--- src/sv/tls_ram.sv ---
// tls_ram: generic single-port-write, single-port-read ram, registered read
// no dependencies
`timescale 1ns / 1ps
module tls_ram #(
    parameter int WIDTH = 8,
    parameter int DEPTH = 16
) (
    input  logic                     i_clk,
    input  logic                     i_we,
    input  logic [$clog2(DEPTH)-1:0] i_waddr,
    input  logic [WIDTH-1:0]         i_wdata,
    input  logic [$clog2(DEPTH)-1:0] i_raddr,
    output logic [WIDTH-1:0]         o_rdata
);
    logic [WIDTH-1:0] r_mem [DEPTH];
    logic [WIDTH-1:0] r_rdata;

    always_ff @(posedge i_clk) begin
        if (i_we) begin
            r_mem[i_waddr] <= i_wdata;
        end
        r_rdata <= r_mem[i_raddr];
    end

    assign o_rdata = r_rdata;
endmodule

--- config.mk ---
export PLATFORM = sky130hd
export DESIGN_NAME = tls_ram
export DESIGN_NICKNAME = d
export VERILOG_FILES = /design/src/sv/tls_ram.sv
export SDC_FILE = /design/constraint.sdc
export NUM_CORES = 1
export LEC_CHECK = 0
export ABC_CLOCK_PERIOD_IN_PS = 2100
export BUFFER_PORTS_ARGS = -buffer_cell sky130_fd_sc_hd__buf_2
export CAP_MARGIN = 10
export CORE_AREA = 2 2 117 119
export CTS_BUF_LIST = sky130_fd_sc_hd__clkbuf_8
export DETAILED_ROUTE_END_ITERATION = 10
export DIE_AREA = 0 0 119 121
export GPL_TIMING_DRIVEN = 0
export PLACE_DENSITY = 0.63
export REMOVE_ABC_BUFFERS = 1
export SETUP_SLACK_MARGIN = 0.15
export SLEW_MARGIN = 20
export SYNTH_ARGS = -nofsm -noshare
export SYNTH_HDL_FRONTEND = slang
export SYNTH_SLANG_ARGS = --single-unit
--- constraint.sdc ---
create_clock -name i_clk -period 2.1 [get_ports i_clk]
set_input_delay 0 -clock i_clk [delete_from_list [all_inputs] [get_ports i_clk]]
set_output_delay 0 -clock i_clk [all_outputs]
set_load 0.005 [all_outputs]
==> impl_metrics.env, run 1 <==
export IMPL_status="completed"
export IMPL_syn_to_final_growth_pct=15.2
export IMPL_h_tree_depth=4
export IMPL_powerDensity_mw_per_mm2=915
export IMPL_grt_max_degree=33
export IMPL_avgSynthCellArea_um2=22.5
export IMPL_track_usage_pct=14.2
export IMPL_crit_required_ps=2140
export IMPL_die_height_um=121
export IMPL_antenna_found_initial=0
export IMPL_yosysSeqAreaShare_pct=77.8
export IMPL_cts_tree="yes"
export IMPL_slew_headroom_pct=37.2
export IMPL_drv_cap=0
export IMPL_avgViaCountPerCell=5.06
export IMPL_critPathLaunchType="input port"
export IMPL_final_setup_viol_count=0
export IMPL_start_util_pct=39.3
export IMPL_hold_violations=0
export IMPL_crit_arrival_ps=1680
export IMPL_routedWlPerCell_um=20.2
export IMPL_grt_overflow=0
export IMPL_nets=292
export IMPL_vdd_drop_max_v=0.000412
export IMPL_cts_num_sinks=136
export IMPL_clock_skew_ps=12.1
export IMPL_crit_fanout=8
export IMPL_dpl_cell_area_mm2=0.00544
export IMPL_clock_path_buffers=2
export IMPL_clk_pin_slew_ps=70
export IMPL_coreArea_mm2=0.0131
export IMPL_row_count=42
export IMPL_drive_gt1_share_pct=27.2
export IMPL_critPathKind="input port to flop"
export IMPL_firstDrtPassIters=4
export IMPL_worst_r2r_setup_slack_ps=660
export IMPL_fin_ws_ps=458
export IMPL_drv_slew=0
export IMPL_dieArea_mm2=0.0144
export IMPL_p_leak_nw=1.95
export IMPL_root_buffer="clkbuf_8"
export IMPL_routed_wl_um=9360
export IMPL_dpl_hpwl_um=5660
export IMPL_max_stage_delay_ps=730
export IMPL_routed_via_count=2343
export IMPL_clk_latency_ps=420
export IMPL_antenna_left=0
export IMPL_gp_congestion=0.697
export IMPL_synth_area_mm2=0.00515
export IMPL_io_buffers=25
export IMPL_synthDistinctLibCells=19
export IMPL_crit_slowest_cell="nor2_1"
export IMPL_die_width_um=119
export IMPL_fmax_mhz=609
export IMPL_endpoint_kind="flop"
export IMPL_drt_iter0_drc=221
export IMPL_ctsResizeCount=0
export IMPL_ys_seq_elements=136
export IMPL_tns_ps=0
export IMPL_drc=0
export IMPL_grt_pass1_vias=2546
export IMPL_grt_pass1_wl_um=14500
export IMPL_synth_cells=229
export IMPL_fin_crit_sh_pct=78.2
export IMPL_path_cells="dlygate4sd3_1 -> buf_2 -> nand2b_1 -> nor2_1"
export IMPL_hold_path_class="input port to flop"
export IMPL_post_place_ws_ps=-12.5
export IMPL_yosysWarnings=0
export IMPL_pin_count=26
export IMPL_fill_cells=1091
export IMPL_n_antenna_cell=0
export IMPL_layout_min_cycle_time_ps=1640
export IMPL_tightest_slew_ps=938
export IMPL_final_area_mm2=0.00593
export IMPL_cts_buffers=17
export IMPL_rsz0062_at_grt="false"
critical path: cells and delay by family:
family,cells,cell delay [ps]
and+or+nand+nor,2,950
buffers and inverters,2,730
layout by cell type (no fill, tap or decap), types with 2 or more instances in the layout:
master / instances
buf_4: 3
nor3_2: 4
clkbuf_8: 17
clkinvlp_4: 3
nor2_1: 13
dlygate4sd3_1: 9
mux4_2: 18
nand2b_1: 2
a22oi_1: 16
edfxtp_1: 128
mux4_1: 14
buf_2: 24
dfxtp_1: 8
nand2_1: 9
nand3b_1: 2
clkinv_4: 3
bufinv_16: 3
inv_1: 3
clkinv_2: 2
per-stage QoR:
stage                     total power (W)  hold WS (ps)  utilization (%)  instances
after floorplan                   0.00323          98.9                -        219
after global placement            0.00336           378             41.3        420
after detailed placement          0.00337           377             41.6        422
after CTS                         0.00548          1.09             45.3        463
after global routing              0.00564          6.95             45.3        463
final                             0.00543          20.9             45.3        463
area by class of cell:
class / count / area [µm²] / area share [%]
flip-flops and latches: 136 / 4000 / 67.5
multi-input cells: 83 / 1080 / 18.2
clock buffers: 17 / 234 / 3.94
repair buffers: 36 / 233 / 3.92
well taps: 176 / 220 / 3.71
clock inverters: 15 / 164 / 2.76
synth_stat cells:
cell type          n  area (µm²)
a22oi_1           16         120
and2_1             1        6.26
and2b_1            1        7.51
buf_2              3        15.0
buf_4              1        7.51
buf_6              3        33.8
clkdlybuf4s25_2    3        30.0
dfxtp_1            8         160
edfxtp_1         128        3840
mux4_1            14         368
mux4_2            18         405
nand2_1            9        33.8
nand2b_1           2        12.5
nand3_1            1        5.00
nand3b_1           2        15.0
nor2_1            13        48.8
nor2b_1            1        6.26
nor3_1             4        20.0
or3b_2             1        8.76
power by group:
part           switching, W  internal, W  total (W)
sequential        0.0000135      0.00303    0.00304
clock              0.000954      0.00116    0.00211
combinational      0.000154     0.000120   0.000274
total               0.00112      0.00431    0.00543
layer usage:
| metal | GRT usage [%] | share of wire (%) |
|---|---|---|
| met5 | 0 | 0 |
| met4 | 5.43 | 0.96 |
| met3 | 3.95 | 5.9 |
| met2 | 22.4 | 50 |
| met1 | 19.0 | 43 |
sequential cells by signal, indices dropped and copies added, names as in the netlist:
name	cells
o_rdata	8
r_mem	128
worst paths after layout:
kind         cells past startpoint         start     endpoint
min                              2    i_waddr[0]  r_mem[8][2]
min reg2reg                      3  r_mem[14][7]   o_rdata[7]
max                              4    i_waddr[1]  r_mem[5][6]
max reg2reg                      3   r_mem[2][3]   o_rdata[3]
repair_timing:
item | in CTS | in global routing
endpoints found under the hold margin | 130 | 0
hold buffers | 9 | 0
buffers inserted | 0 | 0
cells by family (layout without fill, tap and decap cells):
logic type,count (synthesis),in the layout,synth area share [%]
buffers and inverters,10,68,1.68
multiplexers,32,32,15.0
AO/OA/AOI/OAI,16,16,2.33
flip-flops,136,136,77.8
AND/OR/NAND/NOR,35,35,3.18
Power figures use the tool's default switching activity.
==> inputs of run 2 (changes only) <==
--- a/config.mk
+++ b/config.mk
@@ -5,13 +5,14 @@
 export SDC_FILE = /design/constraint.sdc
 export NUM_CORES = 1
 export LEC_CHECK = 0
-export ABC_CLOCK_PERIOD_IN_PS = 2100
+export ABC_AREA = 1
+export ABC_CLOCK_PERIOD_IN_PS = 1700
 export BUFFER_PORTS_ARGS = -buffer_cell sky130_fd_sc_hd__buf_2
 export CAP_MARGIN = 10
-export CORE_AREA = 2 2 117 119
+export CORE_AREA = 2 2 124 126
 export CTS_BUF_LIST = sky130_fd_sc_hd__clkbuf_8
 export DETAILED_ROUTE_END_ITERATION = 10
-export DIE_AREA = 0 0 119 121
+export DIE_AREA = 0 0 126 128
 export GPL_TIMING_DRIVEN = 0
 export PLACE_DENSITY = 0.63
 export REMOVE_ABC_BUFFERS = 1
==> constraint.sdc (replaced) <==
create_clock -name i_clk -period 1.7 [get_ports i_clk]
set_input_delay 0 -clock i_clk [delete_from_list [all_inputs] [get_ports i_clk]]
set_output_delay 0 -clock i_clk [all_outputs]
set_load 0.005 [all_outputs]
==> impl_metrics.env, run 2 <==
export IMPL_drv_cap=0
export IMPL_antenna_found_initial=1
export IMPL_max_stage_delay_ps=570
export IMPL_yosysSeqAreaShare_pct=69.4
export IMPL_ys_seq_elements=136
export IMPL_firstDrtPassIters=5
export IMPL_hold_path_class="input port to flop"
export IMPL_routedWlPerCell_um=15.5
export IMPL_critPathKind="input port to flop"
export IMPL_crit_arrival_ps=1710
export IMPL_final_common_cell="nand2_1"
export IMPL_synthDistinctLibCells=12
export IMPL_largest_register="r_mem"
export IMPL_crit_required_ps=2030
export IMPL_p_leak_nw=2.74
export IMPL_clock_skew_ps=9.58
export IMPL_internal_power_w=0.00517
export IMPL_cts_tree="yes"
export IMPL_path_buf_inv=2
export IMPL_die_height_um=128
export IMPL_clk_pin_slew_ps=80
export IMPL_grt_pass1_wl_um=18900
export IMPL_yosysMostFrequentCell="nand2_1"
export IMPL_synth_edf_count=128
export IMPL_clk_latency_ps=450
export IMPL_grt_overflow=0
export IMPL_antenna_left=0
export IMPL_layout_min_cycle_time_ps=1380
export IMPL_final_setup_viol_count=0
export IMPL_pin_count=26
export IMPL_post_cts_setup_buffers=0
export IMPL_io_buffers=25
export IMPL_synth_area_mm2=0.00577
export IMPL_largest_reg_flops=128
export IMPL_drive_gt1_share_pct=9.61
export IMPL_dieArea_mm2=0.0161
export IMPL_dpl_hpwl_um=7130
export IMPL_synth_cells=551
export IMPL_row_count=45
export IMPL_rsz0062_at_grt="false"
export IMPL_clock_path_buffers=2
export IMPL_slew_headroom_pct=45.2
export IMPL_p_total_w=0.00678
export IMPL_switching_power_w=0.00161
export IMPL_crit_top_cell="nand3_1"
export IMPL_path_delay_family="buffers and inverters"
export IMPL_avgViaCountPerCell=4.78
export IMPL_powerDensity_mw_per_mm2=1050
export IMPL_track_usage_pct=15.9
export IMPL_tightest_slew_ps=819
export IMPL_yosysWarnings=0
export IMPL_status="completed"
export IMPL_start_util_pct=38.8
export IMPL_grt_pass1_vias=3498
export IMPL_seqPwrFrac_pct=55.4
export IMPL_drt_iter0_drc=435
export IMPL_fin_ws_ps=317
export IMPL_h_tree_depth=4
export IMPL_clkPwrFrac_pct=38.0
export IMPL_hold_violations=0
export IMPL_fin_crit_sh_pct=81.3
export IMPL_die_width_um=126
export IMPL_crit_slowest_cell="buf_2"
export IMPL_syn_to_final_growth_pct=11.7
export IMPL_combPwrFrac_pct=6.5
export IMPL_post_place_ws_ps=-344
export IMPL_yosysTopAreaCell="edfxtp_1"
export IMPL_nets=598
export IMPL_critPathLaunchType="input port"
export IMPL_endpoint_kind="flop"
export IMPL_cts_buffers=17
export IMPL_vdd_drop_max_v=0.000483
export IMPL_synthTopCellsByArea="edfxtp_1, nand2_1, nand3_1, inv_1, dfxtp_1"
export IMPL_synth_top_cell_area_share_pct=66.7
export IMPL_routed_via_count=3730
export IMPL_gp_congestion=0.811
export IMPL_most_common_layout_cells="nand2_1, edfxtp_1, inv_1"
export IMPL_crit_fanout=33
export IMPL_synthFlopType="edfxtp_1"
export IMPL_root_buffer="clkbuf_8"
export IMPL_coreArea_mm2=0.0149
export IMPL_drc=0
export IMPL_fmax_mhz=723
export IMPL_switching_share_pct=23.7
export IMPL_grt_max_degree=66
export IMPL_synth_common_cells="nand2_1, edfxtp_1, inv_1, nand3_1, nor2_1"
export IMPL_drv_slew=0
export IMPL_avgSynthCellArea_um2=10.5
export IMPL_async_reset_ff_share_pct=0
export IMPL_routed_wl_um=12100
export IMPL_n_antenna_cell=0
export IMPL_cts_num_sinks=136
export IMPL_path_cells="buf_2 -> inv_2 -> nand3_1 -> nand3_1 -> nand3_1 -> nand2_1"
-- run 2: changes by cell type in the layout (fill, tap and decap cells not counted), sizes merged, moves of 4 or more --
cell   previous run  this run
mux4             32         0
nor3              4         0
a22oi            16         0
nand2             9       173
nand3             1        97
nor2             13        17
inv               3       105
-- run 2: area by class of cell --
type                            count  area (µm²)
Fill cell                        1400        8420
Tap cell                          188         235
Timing Repair Buffer               34         218
Clock inverter                     15         153
Inverter                          102         385
Multi-Input combinational cell    289        1210
Sequential cell                   136        4000
Clock buffer                       17         234
-- run 2: worst paths after layout --
kind,startpoint,end,slack [ps],cells after the start
hold / removal,i_raddr[2],o_rdata[1],80,4
setup reg to reg,r_mem[1][2],o_rdata[2],580,6
hold reg to reg,r_mem[13][5],o_rdata[5],670,6
setup / recovery,i_raddr[1],o_rdata[2],320,6
-- run 2: metal layers --
layer	share of wire, %	routed length, µm	global-route usage [%]
met4	1.5	177	5.56
met3	7.2	871	4.30
met1	42	5120	20.4
met5	0.11	13	0
met2	49	5940	26.1
-- run 2: cells by family after synthesis --
kind of cell | share of synthesized area, %
buf+inv | 9.52
flops | 69.4
simple gates | 21.0
-- run 2: per-stage QoR --
stage / hold slack [ps] / setup TNS (ps) / cell area (µm²) / instances / utilization [%]
after floorplan: 98.9 / 0 / 5600 / 527 / -
after global placement: 350 / -6630 / 5960 / 740 / 40.1
after detailed placement: 352 / -2550 / 5960 / 740 / 40.1
after CTS: 52.6 / 0 / 6440 / 781 / 43.3
after global routing: 101 / 0 / 6440 / 781 / 43.3
final: 76.0 / 0 / 6440 / 781 / 43.3
-- run 2: worst min-delay path, stage by stage --
cell,delay (ps)
buf_2,230
nand3_1,150
nand3_1,60
nand2_1,50
-- run 2: power by group through the flow --
stage          combinational [W]  clock, W  sequential [W]
2_1_floorplan           0.000202         0         0.00384
3_5_place_dp            0.000429         0         0.00384
4_1_cts                 0.000448   0.00261         0.00376
5_1_grt                 0.000499   0.00275         0.00377
6_report                0.000442   0.00258         0.00376
3_3_place_gp            0.000416         0         0.00383
-- run 2: timing repair --
| action | in CTS | in global routing |
|---|---|---|
| hold buffers | 9 | 0 |
| endpoints found under the setup margin | 5 | 0 |
| resized for setup | 1 | 0 |
| hold endpoints to repair | 136 | 0 |
